### config.mk
export PLATFORM = sky130hd
export DESIGN_NAME = sdfcsg_div
export DESIGN_NICKNAME = d
export VERILOG_FILES = /design/src/rtl/sdfcsg_pkg.sv /design/src/rtl/sdfcsg_div.sv
export SDC_FILE = /design/constraint.sdc
export NUM_CORES = 2
export LEC_CHECK = 0
export BUFFER_PORTS_ARGS = -buffer_cell sky130_fd_sc_hd__buf_2
export CAP_MARGIN = 40
export CORE_UTILIZATION = 59
export CTS_CLUSTER_DIAMETER = 150
export DETAILED_ROUTE_END_ITERATION = 8
export PLACE_DENSITY = 0.77
export SLEW_MARGIN = 15
export SYNTH_ARGS = -nofsm -noshare
export SYNTH_HDL_FRONTEND = slang
export SYNTH_MEMORY_MAX_BITS = 65536
export SYNTH_SLANG_ARGS = --single-unit
### constraint.sdc
create_clock -name i_clk -period 4.6 [get_ports i_clk]
set_input_delay 1.15 -clock i_clk [delete_from_list [all_inputs] [get_ports i_clk]]
set_output_delay 1.15 -clock i_clk [all_outputs]
set_load 0.02 [all_outputs]
### src/rtl/sdfcsg_pkg.sv
// sdfcsg_pkg: shared constants and types for the SDF CSG combine core.
// Used by sdfcsg_div and sdf_csg_combine_core; depends on nothing.
package sdfcsg_pkg;

    // Operation selector codes
    localparam logic [2:0] ACT_UNION             = 3'd0;
    localparam logic [2:0] ACT_SUBTRACT          = 3'd1;
    localparam logic [2:0] ACT_INTERSECT         = 3'd2;
    localparam logic [2:0] ACT_SMOOTH_UNION      = 3'd3;
    localparam logic [2:0] ACT_SMOOTH_SUBTRACT   = 3'd4;
    localparam logic [2:0] ACT_SMOOTH_INTERSECT  = 3'd5;

    // Blend weight is Q1.16
    localparam logic [16:0] H_ONE  = 17'd65536;
    localparam logic [16:0] H_HALF = 17'd32768;

    // Weight quotient bits, one per divider stage
    localparam int DIV_STEPS = 15;

    // Fixed pipeline depth from accepted start to result strobe
    localparam int LATENCY = DIV_STEPS + 6;

    // Payload that rides along the divider
    typedef struct packed {
        logic               smooth;
        logic               minus_c;
        logic               sat_hi;
        logic               sat_lo;
        logic               neg;
        logic signed [31:0] a;
        logic signed [32:0] y;
        logic [30:0]        k;
        logic [15:0]        ac_red;
        logic [15:0]        ac_green;
        logic [15:0]        ac_blue;
        logic [15:0]        bc_red;
        logic [15:0]        bc_green;
        logic [15:0]        bc_blue;
        logic [31:0]        hard_dist;
        logic [15:0]        hard_red;
        logic [15:0]        hard_green;
        logic [15:0]        hard_blue;
    } t_tag;

    // Divider result bundle
    typedef struct packed {
        logic                   valid;
        logic [DIV_STEPS-1:0]   quo;
        logic                   rem_nz;
        t_tag                   tag;
    } t_div_out;

endpackage

### src/rtl/sdfcsg_div.sv
// sdfcsg_div: pipelined restoring divider, one quotient bit per stage.
// Computes floor(rem * 2^DIV_STEPS / k) for rem < k; depends on sdfcsg_pkg.
module sdfcsg_div
    import sdfcsg_pkg::*;
(
    input  logic        i_clk,
    input  logic        i_rst_n,
    input  logic        i_valid,
    input  logic [30:0] i_rem,
    input  t_tag        i_tag,
    output t_div_out    o_res
);

    logic                 r_valid [DIV_STEPS];
    logic [30:0]          r_rem   [DIV_STEPS];
    logic [DIV_STEPS-1:0] r_quo   [DIV_STEPS];
    t_tag                 r_tag   [DIV_STEPS];

    genvar j;
    generate
        for (j = 0; j < DIV_STEPS; j++) begin : g_step
            logic                 src_valid;
            logic [30:0]          src_rem;
            logic [DIV_STEPS-1:0] src_quo;
            t_tag                 src_tag;
            logic [31:0]          dbl;
            logic [31:0]          diff;
            logic                 bit_q;
            logic [30:0]          n_rem;

            if (j == 0) begin : g_first
                assign src_valid = i_valid;
                assign src_rem   = i_rem;
                assign src_quo   = '0;
                assign src_tag   = i_tag;
            end else begin : g_next
                assign src_valid = r_valid[j-1];
                assign src_rem   = r_rem[j-1];
                assign src_quo   = r_quo[j-1];
                assign src_tag   = r_tag[j-1];
            end

            // Shift partial remainder and try subtracting k
            assign dbl   = {src_rem, 1'b0};
            assign diff  = dbl - {1'b0, src_tag.k};
            assign bit_q = (dbl >= {1'b0, src_tag.k});
            assign n_rem = bit_q ? diff[30:0] : dbl[30:0];

            always_ff @(posedge i_clk) begin
                if (!i_rst_n) begin
                    r_valid[j] <= 1'b0;
                end else begin
                    r_valid[j] <= src_valid;
                end
                r_rem[j] <= n_rem;
                r_quo[j] <= {src_quo[DIV_STEPS-2:0], bit_q};
                r_tag[j] <= src_tag;
            end
        end
    endgenerate

    assign o_res.valid  = r_valid[DIV_STEPS-1];
    assign o_res.quo    = r_quo[DIV_STEPS-1];
    assign o_res.rem_nz = (r_rem[DIV_STEPS-1] != '0);
    assign o_res.tag    = r_tag[DIV_STEPS-1];

`ifndef SYNTH
    // Remainder stays below the divisor at the last step
    a_rem_lt_k: assert property (@(posedge i_clk) disable iff (!i_rst_n)
        r_valid[DIV_STEPS-1] |-> (r_rem[DIV_STEPS-1] < r_tag[DIV_STEPS-1].k))
        else $error("divider remainder not below k");
    // Valid moves through the whole pipeline
    a_valid_flow: assert property (@(posedge i_clk) disable iff (!i_rst_n)
        i_valid |-> ##(DIV_STEPS) r_valid[DIV_STEPS-1])
        else $error("divider lost a transaction");
    // No result without an entry
    a_no_invent: assert property (@(posedge i_clk) disable iff (!i_rst_n)
        r_valid[DIV_STEPS-1] |-> $past(i_valid, DIV_STEPS))
        else $error("divider produced a spurious transaction");
`endif

endmodule

==> impl_metrics.toml <==
[power_and_ir_drop]
irDropWorstVdd_v = 0.000510
power.density_nw_per_um2 = 734
power_w = 0.106
p_leak_nw = 64.6

[synth]
ys_ff_latch = 4755
synth_edf_count = 0
synth_seq_area_share = 0.766
synth.cell_area_um2 = 124000
synth_cell_types = 80
synthCells = 9134
synthesis.nets = 9925
synth_area_per_cell_um2 = 13.6
yosys_warnings = 0
async_flop_share = 0
synth_top_flop_cell = "dfxtp_1"

[critical_path]
crit_family = "compound AO/OA/AOI/OAI gates"
critPathLaunchType = "flop"
cp.buffers_inverters = 2
path_class = "flop to flop"
worstPathCellList = "inv_1, fa_1, a21o_1, a21oi_1, o21bai_1, a2111oi_1, o31ai_1, a31oi_1, buf_4, o31ai_1, a21o_1, a221oi_1, xnor2_1, mux2_2"
arrival_ns = 5.01
end_kind = "flop"
cp_slowest_cell = "a2111oi_1"
crit_fanout = 4
max_stage_delay_ns = 0.72
required_ns = 5.39

[cells_and_area]
final_cell_mix = "dfxtp_1 (4755), buf_2 (604), inv_1 (569)"
fill_cells = 13700
multi_input_area_um2 = 26500
layout_commonest_cell = "dfxtp_1"
seqCellArea_um2 = 95200
final_layout_size_suffix_gt1_frac = 0.149
final_core_util = 0.693
flow.area_growth_from_synthesis_pct = 16.8
nets = 10900
stdcell_count = 13200

[global_routing]
antenna_found_initial = 16
grt.overflow.total = 0
grt_pass1_vias = 65800
grt_use_total = 0.196
grt_max_degree = 52
grt_pass1_wl_um = 334000

[timing]
drv_slew = 0
finalSetupViolCount = 0
rsz0062_at_grt = "no"
tightest_slew_ns = 0.924
hold_violations = 0
skew_ns = 0.0952
relSlewSlack = 0.376
fmax_mhz = 237
period_share = 0.919
fin_crit_ns = 4.23
setup_tns_ns = 0

[detailed_routing]
antenna_left = 0
viasPerCell = 4.86
drc = 0
first_pass_iters = 6
vias = 64200
drt-total-wl_um = 213000
wire_per_inst_um = 16.1
drtIter0Drc = 3448

[clock_tree]
clock_latency_ns = 0.96
cts_root_buf = "clkbuf_16"
cts_setup_buffers = 0
clk_path_buf_depth = 4
path_clk_slew_ns = 0.07
cts_tree = "built"
ctsHtreeMaxLevel = 5
clock_sinks = 4755
numCtsBuffers = 423

[placement]
io_buffers = 604
dp_cells = 12500
hpwlAfterDp_um = 132000
gp_congestion = 0.882

[floorplanning]
io_pins = 605
core_um2 = 209000
rows = 168
die_w_um = 461
die_area_um2 = 212000
initial_core_util = 0.593
fp.dieH_um = 461

[worst_hold_path]
hp-class = "input pin to flop"

[status]
status = "finished clean"

[run]
cap_violations = 0
## flip-flops by register name (all words and copies together), names as in the netlist
register  flops
r_tag      4155
r_rem       465
r_quo       120
r_valid      15
## stage by stage
| stage | hold WS, ns | instance area [um^2] | setup WS [ns] |
|---|---|---|---|
| 6_report | 0.242 | 145000 | 0.372 |
| 5_1_grt | 0.152 | 145000 | 0.0980 |
| 4_1_cts | 0.143 | 145000 | 0.423 |
| 3_5_place_dp | 0.312 | 131000 | -0.00953 |
| 3_3_place_gp | 0.309 | 131000 | 0.0433 |
| 2_1_floorplan | 0.310 | 124000 | 0.762 |
## power by group
part           switching (W)  internal, W  leakage, nW
sequential           0.00212       0.0459         40.1
combinational         0.0125       0.0105         17.5
clock                 0.0147       0.0207         7.00
total                 0.0293       0.0772         64.6
## per-layer routing
layer,vias to the layer above,track usage,wire [um]
met3,492,0.0406,10500
li1,32200,-,-
met1,29800,0.225,87800
met2,1801,0.357,108000
met4,16,0.0726,6500
met5,-,0,101
## synth_stat cells, drive strengths merged, types with 18 or more instances
master / number / share of area
nand3: 72 / 0.0029
nand2: 299 / 0.0090
and3: 33 / 0.0017
xor2: 169 / 0.012
nor2b: 59 / 0.0030
or2: 18 / 0.00091
nand2b: 58 / 0.0029
o21ai: 296 / 0.012
and2: 46 / 0.0023
buf: 20 / 0.00084
inv: 569 / 0.017
a21o: 238 / 0.014
dfxtp: 4755 / 0.77
o211ai: 18 / 0.0011
nor3: 47 / 0.0019
clkbuf: 96 / 0.0029
nor2: 365 / 0.011
o21bai: 58 / 0.0035
a31oi: 57 / 0.0029
o31ai: 25 / 0.0015
ha: 465 / 0.047
xnor2: 243 / 0.017
mux2: 178 / 0.016
o21a: 48 / 0.0029
a211oi: 43 / 0.0026
a21oi: 549 / 0.022
nand4: 65 / 0.0033
## final timing paths
kind / start / to / slack [ns] / cells after the start
worst max-delay path: r_tag[0][453]$_DFF_P_ / r_rem[0][92]$_DFF_P_ / 0.37 / 14
worst min-delay path: i_tag[244] / r_tag[0][244]$_DFF_P_ / 0.24 / 1
worst max register to register: r_tag[0][453]$_DFF_P_ / r_rem[0][92]$_DFF_P_ / 0.37 / 14
worst min register to register: r_quo[8][0]$_DFF_P_ / r_quo[9][1]$_DFF_P_ / 0.26 / 0
## cell families after synthesis
group,count (synthesis),share of synthesized area
compound gates,1491,0.0744
xor+xnor,412,0.0291
fa+ha+maj,480,0.0493
buf+inv,685,0.0209
flops,4755,0.766
mux,185,0.0170
simple gates,1126,0.0428
## repair_timing
action	4_1_cts	5_1_grt
endpoints found under the setup margin	0	1
hold buffers	0	0
resized for setup	0	1
## area by class of cell
| cell class | count | share of cell area |
|---|---|---|
| Sequential cell | 4755 | 0.656 |
| Multi-Input combinational cell | 3694 | 0.183 |
| Clock buffer | 588 | 0.0843 |
| Tap cell | 2805 | 0.0242 |
| Timing Repair Buffer | 646 | 0.0237 |
| Inverter | 569 | 0.0147 |
| Clock inverter | 159 | 0.0141 |
| Antenna cell | 3 | 0.0000518 |
Power figures use the tool's default switching activity.
